`src/pwe_pkg.sv`:
```
// Package for the polyline width extruder: shared constants, the command
// record passed from front to back, and the back-end state type.
// No dependencies.
package pwe_pkg;

  localparam int MAX_LINE_POINTS_DEF  = 65536;
  localparam int NORMAL_FRAC_BITS_DEF = 15;

  localparam int COORD_W = 15;   // input coordinate width
  localparam int CFG_W   = 15;   // half width register
  localparam int PNUM_W  = 16;   // point number
  localparam int VTX_W   = 24;   // Q16.8 vertex coordinate
  localparam int IN_DW   = 32;   // in_tdata, padded to bytes
  localparam int OUT_DW  = 112;  // out_tdata
  localparam int CFG_DW  = 16;   // cfg_data, padded to bytes

  localparam logic [CFG_W-1:0] HALF_WIDTH_RST = 15'd256;

  typedef enum logic [1:0] {
    KIND_SINGLE,
    KIND_SEG,
    KIND_SEG_END
  } cmd_kind_t;

  // One unit of back-end work: segment end points and the point numbers
  typedef struct packed {
    cmd_kind_t                  kind;
    logic signed [COORD_W-1:0]  x0;
    logic signed [COORD_W-1:0]  y0;
    logic signed [COORD_W-1:0]  x1;
    logic signed [COORD_W-1:0]  y1;
    logic [PNUM_W-1:0]          num0;
    logic [PNUM_W-1:0]          num1;
  } cmd_t;

  typedef struct packed {
    logic full;
    logic empty;
  } q_status_t;

  typedef enum logic [3:0] {
    ST_IDLE,
    ST_LEN,
    ST_SQRT,
    ST_DINIT,
    ST_DIV,
    ST_MUL,
    ST_OFF,
    ST_EMIT0,
    ST_EMIT1
  } back_state_t;

endpackage

```
`src/polyline_width_extruder.sv`:
```
// Top level of the polyline width extruder: half-width register, front end,
// command queue and back end. Depends on pwe_pkg, pwe_front, pwe_queue,
// pwe_back.
//
//  channel | direction | tdata / data                              | tlast / tuser
//  in_     | slave     | point_x, point_y                          | tlast = line_end
//  out_    | master    | point_number, left_x, left_y, right_x/_y  | tlast = last
//  cfg_    | slave     | half_width                                | -
//
// A first point of a line is absorbed by the front end. For a segment the
// back end passes through the idle, length, root (load and 32 steps),
// set-up, NORMAL_FRAC_BITS + 1 divide steps, multiply, offset and emit
// states; a line's last point adds a second emit. A lone point or zero-length
// segment skips root, set-up and divide. Output stalls hold the emit states. A
// two-entry queue lets the front end take points while the back end works.
// Reset is synchronous, active low.
module polyline_width_extruder #(
  parameter int MAX_LINE_POINTS  = pwe_pkg::MAX_LINE_POINTS_DEF,
  parameter int NORMAL_FRAC_BITS = pwe_pkg::NORMAL_FRAC_BITS_DEF
) (
  input  logic                        clk,
  input  logic                        rst_n,
  input  logic                        in_tvalid,
  output logic                        in_tready,
  // [14:0] point_x, [29:15] point_y, [31:30] zero
  input  logic [pwe_pkg::IN_DW-1:0]   in_tdata,
  input  logic                        in_tlast,
  output logic                        out_tvalid,
  input  logic                        out_tready,
  // [15:0] point_number, [39:16] left_x, [63:40] left_y,
  // [87:64] right_x, [111:88] right_y
  output logic [pwe_pkg::OUT_DW-1:0]  out_tdata,
  output logic                        out_tlast,
  input  logic                        cfg_valid,
  output logic                        cfg_ready,
  // [14:0] half_width, [15] zero
  input  logic [pwe_pkg::CFG_DW-1:0]  cfg_data
);
  import pwe_pkg::*;

  logic [CFG_W-1:0] half_width_r;
  logic             q_push, q_pop;
  cmd_t             wr_cmd, rd_cmd;
  q_status_t        q_stat;

  // configuration register
  assign cfg_ready = 1'b1;
  always_ff @(posedge clk) begin
    if (!rst_n) begin
      half_width_r <= HALF_WIDTH_RST;
    end else if (cfg_valid) begin
      half_width_r <= cfg_data[CFG_W-1:0];
    end
  end

  pwe_front #(.MAX_LINE_POINTS(MAX_LINE_POINTS)) u_front (
    .clk       (clk),
    .rst_n     (rst_n),
    .in_tvalid (in_tvalid),
    .in_tready (in_tready),
    .in_tdata  (in_tdata),
    .in_tlast  (in_tlast),
    .q_push    (q_push),
    .q_cmd     (wr_cmd),
    .q_stat    (q_stat)
  );

  pwe_queue u_queue (
    .clk    (clk),
    .rst_n  (rst_n),
    .push   (q_push),
    .wr_cmd (wr_cmd),
    .pop    (q_pop),
    .rd_cmd (rd_cmd),
    .stat   (q_stat)
  );

  pwe_back #(.NORMAL_FRAC_BITS(NORMAL_FRAC_BITS)) u_back (
    .clk        (clk),
    .rst_n      (rst_n),
    .q_stat     (q_stat),
    .q_pop      (q_pop),
    .q_cmd      (rd_cmd),
    .half_width (half_width_r),
    .out_tvalid (out_tvalid),
    .out_tready (out_tready),
    .out_tdata  (out_tdata),
    .out_tlast  (out_tlast)
  );

  // queue never written when full
  a_no_overflow: assert property (@(posedge clk) disable iff (!rst_n)
    !(q_push && q_stat.full)) else $error("command queue overflow");

  // queue never read when empty
  a_no_underflow: assert property (@(posedge clk) disable iff (!rst_n)
    !(q_pop && q_stat.empty)) else $error("command queue underflow");

  // input stalls only because the queue is full
  a_stall_cause: assert property (@(posedge clk) disable iff (!rst_n)
    !in_tready |-> q_stat.full) else $error("input stalled with queue space");

endmodule

```
`src/pwe_front.sv`:
```
// Front end: accepts points, holds the previous point of the line and the
// point counter, and issues segment commands. Depends on pwe_pkg.
module pwe_front #(
  parameter int MAX_LINE_POINTS = pwe_pkg::MAX_LINE_POINTS_DEF
) (
  input  logic                      clk,
  input  logic                      rst_n,
  input  logic                      in_tvalid,
  output logic                      in_tready,
  input  logic [pwe_pkg::IN_DW-1:0] in_tdata,
  input  logic                      in_tlast,
  output logic                      q_push,
  output pwe_pkg::cmd_t             q_cmd,
  input  pwe_pkg::q_status_t        q_stat
);
  import pwe_pkg::*;

  localparam int CW = $clog2(MAX_LINE_POINTS);

  logic                      held_valid_r;
  logic signed [COORD_W-1:0] held_x_r;
  logic signed [COORD_W-1:0] held_y_r;
  logic [CW-1:0]             cnt_r;

  logic                      accept;
  logic signed [COORD_W-1:0] px;
  logic signed [COORD_W-1:0] py;
  logic [CW-1:0]             cnt_inc;

  assign in_tready = !q_stat.full;
  assign accept    = in_tvalid && !q_stat.full;
  assign px        = in_tdata[14:0];
  assign py        = in_tdata[29:15];
  // counter saturates at the last position a line may have
  assign cnt_inc   = (cnt_r == CW'(MAX_LINE_POINTS - 1)) ? cnt_r : cnt_r + 1'b1;

  // command build
  always_comb begin
    q_push     = accept && (held_valid_r || in_tlast);
    q_cmd.num0 = PNUM_W'(cnt_r);
    q_cmd.num1 = PNUM_W'(cnt_inc);
    q_cmd.x1   = px;
    q_cmd.y1   = py;
    if (held_valid_r) begin
      q_cmd.kind = in_tlast ? KIND_SEG_END : KIND_SEG;
      q_cmd.x0   = held_x_r;
      q_cmd.y0   = held_y_r;
    end else begin
      // lone point: zero-length segment gives a zero normal
      q_cmd.kind = KIND_SINGLE;
      q_cmd.x0   = px;
      q_cmd.y0   = py;
    end
  end

  // held point and counter
  always_ff @(posedge clk) begin
    if (!rst_n) begin
      held_valid_r <= 1'b0;
      held_x_r     <= '0;
      held_y_r     <= '0;
      cnt_r        <= '0;
    end else if (accept) begin
      if (in_tlast) begin
        held_valid_r <= 1'b0;
        held_x_r     <= '0;
        held_y_r     <= '0;
        cnt_r        <= '0;
      end else begin
        held_valid_r <= 1'b1;
        held_x_r     <= px;
        held_y_r     <= py;
        if (held_valid_r) begin
          cnt_r <= cnt_inc;
        end
      end
    end
  end

endmodule

```
`src/pwe_queue.sv`:
```
// Two-entry command queue between front and back ends.
// Depends on pwe_pkg.
module pwe_queue (
  input  logic               clk,
  input  logic               rst_n,
  input  logic               push,
  input  pwe_pkg::cmd_t      wr_cmd,
  input  logic               pop,
  output pwe_pkg::cmd_t      rd_cmd,
  output pwe_pkg::q_status_t stat
);
  import pwe_pkg::*;

  cmd_t       mem_r [2];
  logic       wr_ptr_r;
  logic       rd_ptr_r;
  logic [1:0] cnt_r;

  assign rd_cmd     = mem_r[rd_ptr_r];
  assign stat.full  = (cnt_r == 2'd2);
  assign stat.empty = (cnt_r == 2'd0);

  // storage
  always_ff @(posedge clk) begin
    if (push) begin
      mem_r[wr_ptr_r] <= wr_cmd;
    end
  end

  // pointers and fill
  always_ff @(posedge clk) begin
    if (!rst_n) begin
      wr_ptr_r <= 1'b0;
      rd_ptr_r <= 1'b0;
      cnt_r    <= '0;
    end else begin
      if (push) wr_ptr_r <= !wr_ptr_r;
      if (pop)  rd_ptr_r <= !rd_ptr_r;
      case ({push, pop})
        2'b10:   cnt_r <= cnt_r + 2'd1;
        2'b01:   cnt_r <= cnt_r - 2'd1;
        default: cnt_r <= cnt_r;
      endcase
    end
  end

endmodule

```
`src/pwe_back.sv`:
```
// Back end: per segment, square root of the squared length, two divisions
// for the unit normal, offset scaling and vertex emission.
// Depends on pwe_pkg.
module pwe_back #(
  parameter int NORMAL_FRAC_BITS = pwe_pkg::NORMAL_FRAC_BITS_DEF
) (
  input  logic                       clk,
  input  logic                       rst_n,
  input  pwe_pkg::q_status_t         q_stat,
  output logic                       q_pop,
  input  pwe_pkg::cmd_t              q_cmd,
  input  logic [pwe_pkg::CFG_W-1:0]  half_width,
  output logic                       out_tvalid,
  input  logic                       out_tready,
  output logic [pwe_pkg::OUT_DW-1:0] out_tdata,
  output logic                       out_tlast
);
  import pwe_pkg::*;

  localparam int F    = NORMAL_FRAC_BITS;
  localparam int NW   = F + 32;       // dividend width
  localparam int PW   = F + 16;       // product width
  localparam int SQ_N = 32;           // root bits

  back_state_t state_r, state_nxt;

  cmd_t               cmd_r;
  logic [15:0]        dx_r, dy_r;
  logic [31:0]        rad_r, root_r;
  logic [33:0]        rem_r;
  logic [4:0]         step_r;
  logic [31:0]        remx_r, remy_r;
  logic [F:0]         lowx_r, lowy_r, qx_r, qy_r;
  logic [PW-1:0]      px_r, py_r;
  logic [VTX_W-1:0]   ox_r, oy_r;

  logic               out_tvalid_r;
  logic [OUT_DW-1:0]  out_tdata_r;
  logic               out_tlast_r;

  logic               slot_free, load;
  logic [15:0]        dx, dy;
  logic [14:0]        adx, ady;
  logic [35:0]        t_rem, trial;
  logic [NW-1:0]      numx, numy;
  logic [32:0]        tx, ty, sd;
  logic [PW:0]        rx, ry;
  logic [15:0]        omx, omy;
  logic [COORD_W-1:0] vx, vy;
  logic [VTX_W-1:0]   cx, cy, lx, ly, rxv, ryv;
  logic [PNUM_W-1:0]  vnum;
  logic               vlast;

  assign slot_free  = !out_tvalid_r || out_tready;
  assign out_tvalid = out_tvalid_r;
  assign out_tdata  = out_tdata_r;
  assign out_tlast  = out_tlast_r;

  // deltas and magnitudes
  assign dx  = {cmd_r.x1[14], cmd_r.x1} - {cmd_r.x0[14], cmd_r.x0};
  assign dy  = {cmd_r.y1[14], cmd_r.y1} - {cmd_r.y0[14], cmd_r.y0};
  assign adx = dx_r[15] ? 15'(-dx_r) : dx_r[14:0];
  assign ady = dy_r[15] ? 15'(-dy_r) : dy_r[14:0];

  // square root step, two radicand bits at a time
  assign t_rem = {rem_r, rad_r[31:30]};
  assign trial = 36'({root_r, 2'b01});

  // dividends: |d| << (F+16) plus half the length for rounding
  assign numx = (NW'(ady) << (F + 16)) + NW'(root_r >> 1);
  assign numy = (NW'(adx) << (F + 16)) + NW'(root_r >> 1);
  assign sd   = {1'b0, root_r};
  assign tx   = {remx_r, lowx_r[F]};
  assign ty   = {remy_r, lowy_r[F]};

  // offset rounding
  assign rx  = {1'b0, px_r} + ((PW+1)'(1) << (F - 1));
  assign ry  = {1'b0, py_r} + ((PW+1)'(1) << (F - 1));
  assign omx = rx[F+15:F];
  assign omy = ry[F+15:F];

  // vertex pair for the point being emitted
  always_comb begin
    if (state_r == ST_EMIT1) begin
      vx   = cmd_r.x1;
      vy   = cmd_r.y1;
      vnum = cmd_r.num1;
      vlast = 1'b1;
    end else begin
      vx   = cmd_r.x0;
      vy   = cmd_r.y0;
      vnum = cmd_r.num0;
      vlast = (cmd_r.kind == KIND_SINGLE);
    end
    cx  = {vx[14], vx, 8'h00};
    cy  = {vy[14], vy, 8'h00};
    lx  = cx + ox_r;
    ly  = -(cy + oy_r);
    rxv = cx - ox_r;
    ryv = -(cy - oy_r);
  end

  // sequencer
  always_comb begin
    state_nxt = state_r;
    q_pop     = 1'b0;
    load      = 1'b0;
    unique case (state_r)
      ST_IDLE: begin
        if (!q_stat.empty) begin
          q_pop     = 1'b1;
          state_nxt = ST_LEN;
        end
      end
      ST_LEN: begin
        // deltas of the new command, not yet registered
        if ((dx == '0) && (dy == '0)) state_nxt = ST_MUL;
        else                          state_nxt = ST_SQRT;
      end
      ST_SQRT:  if (step_r == 5'(SQ_N - 1)) state_nxt = ST_DINIT;
      ST_DINIT: state_nxt = ST_DIV;
      ST_DIV:   if (step_r == 5'(F)) state_nxt = ST_MUL;
      ST_MUL:   state_nxt = ST_OFF;
      ST_OFF:   state_nxt = ST_EMIT0;
      ST_EMIT0: begin
        if (slot_free) begin
          load      = 1'b1;
          state_nxt = (cmd_r.kind == KIND_SEG_END) ? ST_EMIT1 : ST_IDLE;
        end
      end
      ST_EMIT1: begin
        if (slot_free) begin
          load      = 1'b1;
          state_nxt = ST_IDLE;
        end
      end
      default: state_nxt = ST_IDLE;
    endcase
  end

  always_ff @(posedge clk) begin
    if (!rst_n) state_r <= ST_IDLE;
    else        state_r <= state_nxt;
  end

  // datapath
  always_ff @(posedge clk) begin
    case (state_r)
      ST_IDLE: begin
        cmd_r <= q_cmd;
      end
      ST_LEN: begin
        dx_r   <= dx;
        dy_r   <= dy;
        rad_r  <= '0;
        root_r <= '0;
        rem_r  <= '0;
        step_r <= '0;
        qx_r   <= '0;
        qy_r   <= '0;
      end
      ST_SQRT: begin
        // first pass after ST_LEN loads the squared length
        if (step_r == '0 && root_r == '0 && rem_r == '0 && rad_r == '0) begin
          rad_r <= 32'(adx) * 32'(adx) + 32'(ady) * 32'(ady);
        end else begin
          rad_r  <= rad_r << 2;
          step_r <= step_r + 5'd1;
          if (t_rem >= trial) begin
            rem_r  <= 34'(t_rem - trial);
            root_r <= {root_r[30:0], 1'b1};
          end else begin
            rem_r  <= 34'(t_rem);
            root_r <= {root_r[30:0], 1'b0};
          end
        end
      end
      ST_DINIT: begin
        remx_r <= 32'(numx[NW-1:F+1]);
        remy_r <= 32'(numy[NW-1:F+1]);
        lowx_r <= numx[F:0];
        lowy_r <= numy[F:0];
        step_r <= '0;
      end
      ST_DIV: begin
        step_r <= step_r + 5'd1;
        lowx_r <= lowx_r << 1;
        lowy_r <= lowy_r << 1;
        if (tx >= sd) begin
          remx_r <= 32'(tx - sd);
          qx_r   <= {qx_r[F-1:0], 1'b1};
        end else begin
          remx_r <= tx[31:0];
          qx_r   <= {qx_r[F-1:0], 1'b0};
        end
        if (ty >= sd) begin
          remy_r <= 32'(ty - sd);
          qy_r   <= {qy_r[F-1:0], 1'b1};
        end else begin
          remy_r <= ty[31:0];
          qy_r   <= {qy_r[F-1:0], 1'b0};
        end
      end
      ST_MUL: begin
        px_r <= PW'(qx_r) * PW'(half_width);
        py_r <= PW'(qy_r) * PW'(half_width);
      end
      ST_OFF: begin
        // normal x points against dy, normal y along dx
        ox_r <= (!dy_r[15] && dy_r != '0) ? -VTX_W'(omx) : VTX_W'(omx);
        oy_r <= dx_r[15] ? -VTX_W'(omy) : VTX_W'(omy);
      end
      default: begin
      end
    endcase
  end

  // output register
  always_ff @(posedge clk) begin
    if (!rst_n) begin
      out_tvalid_r <= 1'b0;
    end else if (load) begin
      out_tvalid_r <= 1'b1;
    end else if (out_tready) begin
      out_tvalid_r <= 1'b0;
    end
  end

  always_ff @(posedge clk) begin
    if (load) begin
      out_tdata_r <= {ryv, rxv, ly, lx, vnum};
      out_tlast_r <= vlast;
    end
  end

endmodule

```
`config.mk`:
```
export PLATFORM = sky130hd
export DESIGN_NAME = polyline_width_extruder
export DESIGN_NICKNAME = d
export VERILOG_FILES = /design/src/pwe_pkg.sv /design/src/polyline_width_extruder.sv /design/src/pwe_front.sv /design/src/pwe_queue.sv /design/src/pwe_back.sv
export SDC_FILE = /design/constraint.sdc
export NUM_CORES = 2
export LEC_CHECK = 0
export ABC_AREA = 1
export BUFFER_PORTS_ARGS = -buffer_cell sky130_fd_sc_hd__buf_2
export CAP_MARGIN = 20
export CORE_ASPECT_RATIO = 0.75
export CORE_MARGIN = 3
export CORE_UTILIZATION = 45
export DETAILED_ROUTE_END_ITERATION = 10
export GPL_TIMING_DRIVEN = 0
export HOLD_SLACK_MARGIN = 0.15
export PLACE_DENSITY_LB_ADDON = 0.25
export RECOVER_POWER = 50
export SLEW_MARGIN = 20
export SYNTH_ARGS = -nofsm -noshare
export SYNTH_HDL_FRONTEND = slang
export SYNTH_HIERARCHICAL = 1
export SYNTH_SLANG_ARGS = --single-unit
export TNS_END_PERCENT = 10
```
`constraint.sdc`:
```
create_clock -name clk -period 11.3 [get_ports clk]
set_input_delay 0 -clock clk [delete_from_list [all_inputs] [get_ports clk]]
set_output_delay 0 -clock clk [all_outputs]
set_load 0.05 [all_outputs]
```
# [After elaboration in Yosys (flattened, before gate mapping)]
# Memory sizes are Yosys's and may differ from the RTL's. A register that Yosys moved wholly into a read port is not among the register bits.
# Index checks and enable logic that the tools add are counted.
[classes] mux=52 n_eq_ne=21 order_cmp=3 mul=4 n_addsub=24 reduce_logical=37
[ops] operator="$pmux 32 s2" n=4
[ops] operator="$mux 32" n=5
[ops] operator="$pmux 16 s2" n=4
[ops] operator="$mux 16" n=6
[ops] operator="$add 46x31->47" n=2
[ops] operator="$mux 15" n=6
[ops] operator="$mux 34" n=2
[ops] operator="$pmux 34 s2" n=1
[ops] operator="$ge 33x32->1" n=2
[ops] operator="$logic_not 32->1" n=2
[ops] operator="$sub 32x32->32" n=2
[ops] operator="$add 31x15->31 const B" n=2
[ops] operator="$mul 16x15->31" n=2
[ops] operator="$mul 15x15->30" n=2
[ops] operator="$add 24x24->24" n=2
[ops] operator="$neg 16->24" n=2
[ops] operator="$neg 24->24" n=2
[ops] operator="$sub 24x24->24" n=2
[ops] operator="$ge 36x34->1" n=1
[ops] operator="$pmux 4 s9" n=1
[ops] operator="$logic_not 34->1" n=1
[ops] operator="$sub 34x34->34" n=1
[ops] operator="$logic_not 16->1" n=2
[ops] operator="$sub 15x15->16" n=2
[ops] operator="other kinds (36)" n=83
[totals] mem_bits_rw=188 mem_count=1 register_bits=557 out_inout_bits=116 wordCells=172
[mem_list] name="u_queue.mem_r" depth=2 word_bits=94 read_ports=1 rd_ports_with_merged_regs=1 write_ports=1 line_no="pwe_queue.sv:14" source="cmd_t mem_r [2];"

# [Logic depth before layout (Yosys ltp)]
[logic_depth] word_depth=6 mapped_depth=42 ltp_nobuf=41

# [Cells and area by module]
# The synthesis kept the hierarchy.
[modules_own_cells] mod="pwe_back" n_inst=1 cells_per_inst=7337 seq_area_each_um2=16135.5 area_each_um2=62258.5
[modules_own_cells] mod="pwe_queue" n_inst=1 cells_per_inst=327 seq_area_each_um2=5745.5 area_each_um2=7020.5
[modules_own_cells] mod="pwe_front" n_inst=1 cells_per_inst=448 seq_area_each_um2=940.9 area_each_um2=2907.8
[modules_own_cells] mod="polyline_width_extruder" n_inst=1 cells_per_inst=95 seq_area_each_um2=300.3 area_each_um2=639.4

# [Worst setup path after synthesis]
# Ideal clock, no wire load.
[synth_timing] path_type="register to register" start="reg u_back.dx_r[0]" end="reg u_back.rad_r[23], data pin" synth_period_minus_slack_ps=8438 path_slack_ps=2862 arrival_time_ps=8185 stages_incl_launch_ff=39 cell_sequence="edfxtp_1 inv_1 clkbuf_1 ha_1 inv_1 nor3_1 nand2_1 nor3_2 a21oi_1 inv_1 nand2_1 nand2_1 clkinv_1 nor2_1 inv_1 fa_1 inv_1 fa_1 [... 3 more ...] inv_1 fa_1 fa_1 fa_1 inv_1 fa_1 inv_1 ha_1 clkbuf_1 inv_1 o21bai_1 a31oi_1 a21boi_1 o21ai_0 a21oi_1 or2_1 nand3_1 nand2_1"
[synth_via] elab_chain_len=6
[synth_rtl] element="start, declared" line_no="pwe_back.sv:28" source="logic [15:0] dx_r, dy_r;"
[synth_rtl] element="start signal, assigned" line_no="pwe_back.sv:153" source="dx_r <= dx;"
[synth_rtl] element="$neg 15->15" line_no="pwe_back.sv:62" source="assign adx = dx_r[15] ? 15'(-dx_r) : dx_r[14:0];"
[synth_rtl] element="$mux 15 (*)" line_no="pwe_back.sv:62"
[synth_rtl] element="$mul 15x15->30 (*)" line_no="pwe_back.sv:165" source="rad_r <= 32'(adx) * 32'(adx) + 32'(ady) * 32'(ady);"
[synth_rtl] element="$add 30x30->31 (*)" line_no="pwe_back.sv:165"
[synth_rtl] element="$mux 32 (*)" line_no="pwe_back.sv:164" source="if (step_r == '0 && root_r == '0 && rem_r == '0 && rad_r == '0) begin"
[synth_rtl] element="$pmux 32 s2 (*)" line_no="pwe_back.sv:148" source="case (state_r)"
[synth_rtl] element="end signal, assigned" line_no="pwe_back.sv:165"
[synth_rtl] element="end signal, assigned" line_no="pwe_back.sv:167" source="rad_r <= rad_r << 2;"
[synth_rtl] element="end, declared" line_no="pwe_back.sv:29" source="logic [31:0] rad_r, root_r;"
# Mark *: on every way between the ends. The rest lies on a longest branch, timed or not.
# A chain may end at the register's enable or synchronous reset.

# [Final worst setup path]
[layout_timing] start="reg u_back.dx_r[0]" end="reg u_back.rad_r[27], data pin"
# The elaborated chain is that of the path after synthesis.

==> results.toml <==
[cells_and_area]
drive_gt1_share_pct = 5.41
multi_input_area_mm2 = 0.0419
areaGrowthSynthToFinish_pct = 11.7
nFillCells = 15000
final_nets = 10000
fin_util_pct = 50.7
ff_latch_area_mm2 = 0.0231

[yosys]
ys_seq_area_share_pct = 31.7
synth_edf_count = 722
ys_warn_count = 6
async_flop_share_pct = 0
synth_area_per_cell_um2 = 8.87
synth_cell_type_count = 72
synth_fp_nets = 9544
synth_top_area_share_pct = 29.8
synth_area_mm2 = 0.0728
syn_inst = 8207
synthTopCellsByArea = "edfxtp_1 (30%), fa_1 (19%), ha_1 (10%), nand2_1 (9.4%), inv_1 (8.7%)"
ys.flop_type = "edfxtp_1"
yosys.area.top_type = "edfxtp_1"
synth_seq_cells = 794

[drt]
wl_met3_um = 19500
drt_pre_antenna_iters = 6
wirelength_um = 219000
wl_per_cell_um = 20.1
postRouteAntennaNets = 0
viasPerCell = 5.25
drc = 0
vias = 57200
wl_met2_um = 89800
top_layer = "met5"
wl_met1_um = 102000
drt-initial-drc-count = 5671

[critical_path]
slowest_stage = "clkbuf_1"
path_class = "flop to flop"
crit_path_start_kind = "flop"
critical_path_required_ns = 11.75
crit_top_cell = "inv_1"
cp_max_fo = 10
worst-path-buf-inv = 13
end_kind = "flop"
cpPeakStageDelay_ns = 0.75
cp_top_family = "adder cells"
cp.arrival_ns = 11.09

[floorplan]
dieWidth_um = 471
ios = 170
die_area_mm2 = 0.167
die_height_um = 354
row_count = 127
core_mm2 = 0.160
start_util_pct = 45.4

[run_status]
violations = "capacitance limit, slew limit"
status = "complete, but fails checks"

[cts]
cts_hold_buf = 206
cts_max_path_buffers = 3
cts_tree = "yes"
cts_sinks = 794
worst_skew_pair.late_latency_ns = 0.73
postCtsSetupRepairBufs = 0
cts_root_buf = "clkbuf_16"
cts-htree-levels = 3
cts_buffers = 85
path_clk_slew_ns = 0.06
ctsResizeCount = 0

[placed_design]
hpwlAfterDp_um = 175000
gp_congestion = 0.969
numPortBuffers = 164

[timing]
report.final.slew_viol_count = 72
slew_headroom_pct = -38.8
hold_ws_ns = 0.261
worstMarginPinSlew_ns = 2.07
finClkSkew_ns = 0.0606
fmaxAchievable_ghz = 0.0940
finalCriticalPeriod_ns = 10.64
layout_worst_path_cycle_share_pct = 94.2
setup_viol = 0
rsz0062_at_grt = "no"
fin_tns_setup_ns = 0
final_hold_viol_count = 0

[global_routing]
grt_pass1_vias = 56600
grt_pass1_wl_um = 337000
gr-total-overflow = 0
grt_start_max_net_pins = 56
grt_antenna_before_repair = 10
track_usage_pct = 26.3

[min_path]
min_path_type = "input port to flop"

[job]
maxCapViolCount = 3
registers in the layout, summed over array words and instances, names as in the netlist, 17 cells and up, named ones only:
| register | flops |
|---|---|
| u_back/rem_r | 34 |
| u_back/ox_r | 24 |
| u_back/out_tdata | 110 |
| u_back/oy_r | 24 |
| u_back/root_r | 32 |
| u_back/cmd_r | 94 |
| u_back/remx_r | 32 |
| u_back/py_r | 17 |
| u_back/remy_r | 32 |
| u_back/rad_r | 32 |
| u_queue/mem_r | 188 |
| u_back/px_r | 17 |
through the flow:
| step | cell area, um^2 | cells | setup slack [ns] |
|---|---|---|---|
| after CTS | 81900 | 10900 | 0.728 |
| after detailed placement | 76900 | 10500 | 0.745 |
| after global routing | 81300 | 10900 | 0.165 |
| after floorplan | 72800 | 8207 | 2.86 |
| after global placement | 76300 | 10500 | 0.567 |
| final | 81300 | 10900 | 0.658 |
layout make-up:
| class | count | area share (%) |
|---|---|---|
| clock inverters | 45 | 0.778 |
| plain buffers | 268 | 1.57 |
| repair buffers | 399 | 3.79 |
| multi-input cells | 5446 | 51.5 |
| inverters | 1699 | 7.84 |
| flip-flops and latches | 794 | 28.4 |
| clock buffers | 111 | 2.77 |
| well taps | 2128 | 3.27 |
| diodes | 5 | 0.0154 |
cells by family (layout without fill, tap and decap cells):
logic type | Yosys count | in the layout | synth area share [%]
adders and majority gates | 1283 | 1283 | 29.2
AOI/OAI and AO/OA | 902 | 902 | 7.13
muxes | 94 | 94 | 1.45
buffers and inverters | 1967 | 2522 | 10.6
other | 1 | 6 | 0.00515
xor gates and xnor gates | 272 | 272 | 3.28
and+or+nand+nor | 2894 | 2894 | 16.5
DFF | 794 | 794 | 31.7
routing by layer:
metal / up-vias / global-route usage, %
met3: 328 / 5.37
met2: 2163 / 37.7
met1: 27800 / 39.5
met4: 2 / 8.63
li1: 26900 / -
met5: - / 0
layout by cell type, fill, tap and decap left out, drive strengths merged, types with 182 or more instances in the layout:
master       count
inv           1701
edfxtp         722
a21oi          395
nand2         1851
nand3          229
fa             698
xor2           182
dlygate4sd3    206
ha             585
o21ai          299
clkbuf         474
nor2           581
worst register-to-register path: cells and delay by family, from the launching register on:
kind	cells	cell delay, ns
buf+inv	13	2.41
fa+ha+maj	10	4.75
flops	1	0.62
simple gates	11	1.62
compound gates	6	1.01
cells in the mapped netlist, drive strengths merged, types with 9 or more instances:
cell,count
nand3b,20
a21boi,18
or2,32
mux2,94
a21oi,395
xor2,182
o211ai,59
inv,1698
buf,102
nor2,581
ha,585
nor3,61
nor4,47
nand3,229
a31oi,19
edfxtp,722
a211oi,13
nand4,56
a21o,25
nand2,1851
clkbuf,166
o21ai,299
and2,9
dfxtp,72
xnor2,90
fa,698
o21bai,31
worst paths after layout:
check                           slack, ns              endpoint           start  depth (start not counted)
worst max-delay path                 0.66      u_back/rad_r[27]  u_back/dx_r[0]                         40
worst min-delay path                 0.26  u_queue/mem_r[0][63]    in_tdata[16]                          4
worst max register to register       0.66      u_back/rad_r[27]  u_back/dx_r[0]                         40
worst min register to register       0.45  u_back/out_tdata[89]  u_back/oy_r[1]                          0
Power is not shown: default switching activity piles up to over one toggle a cycle in this logic, so the estimate is an artifact.
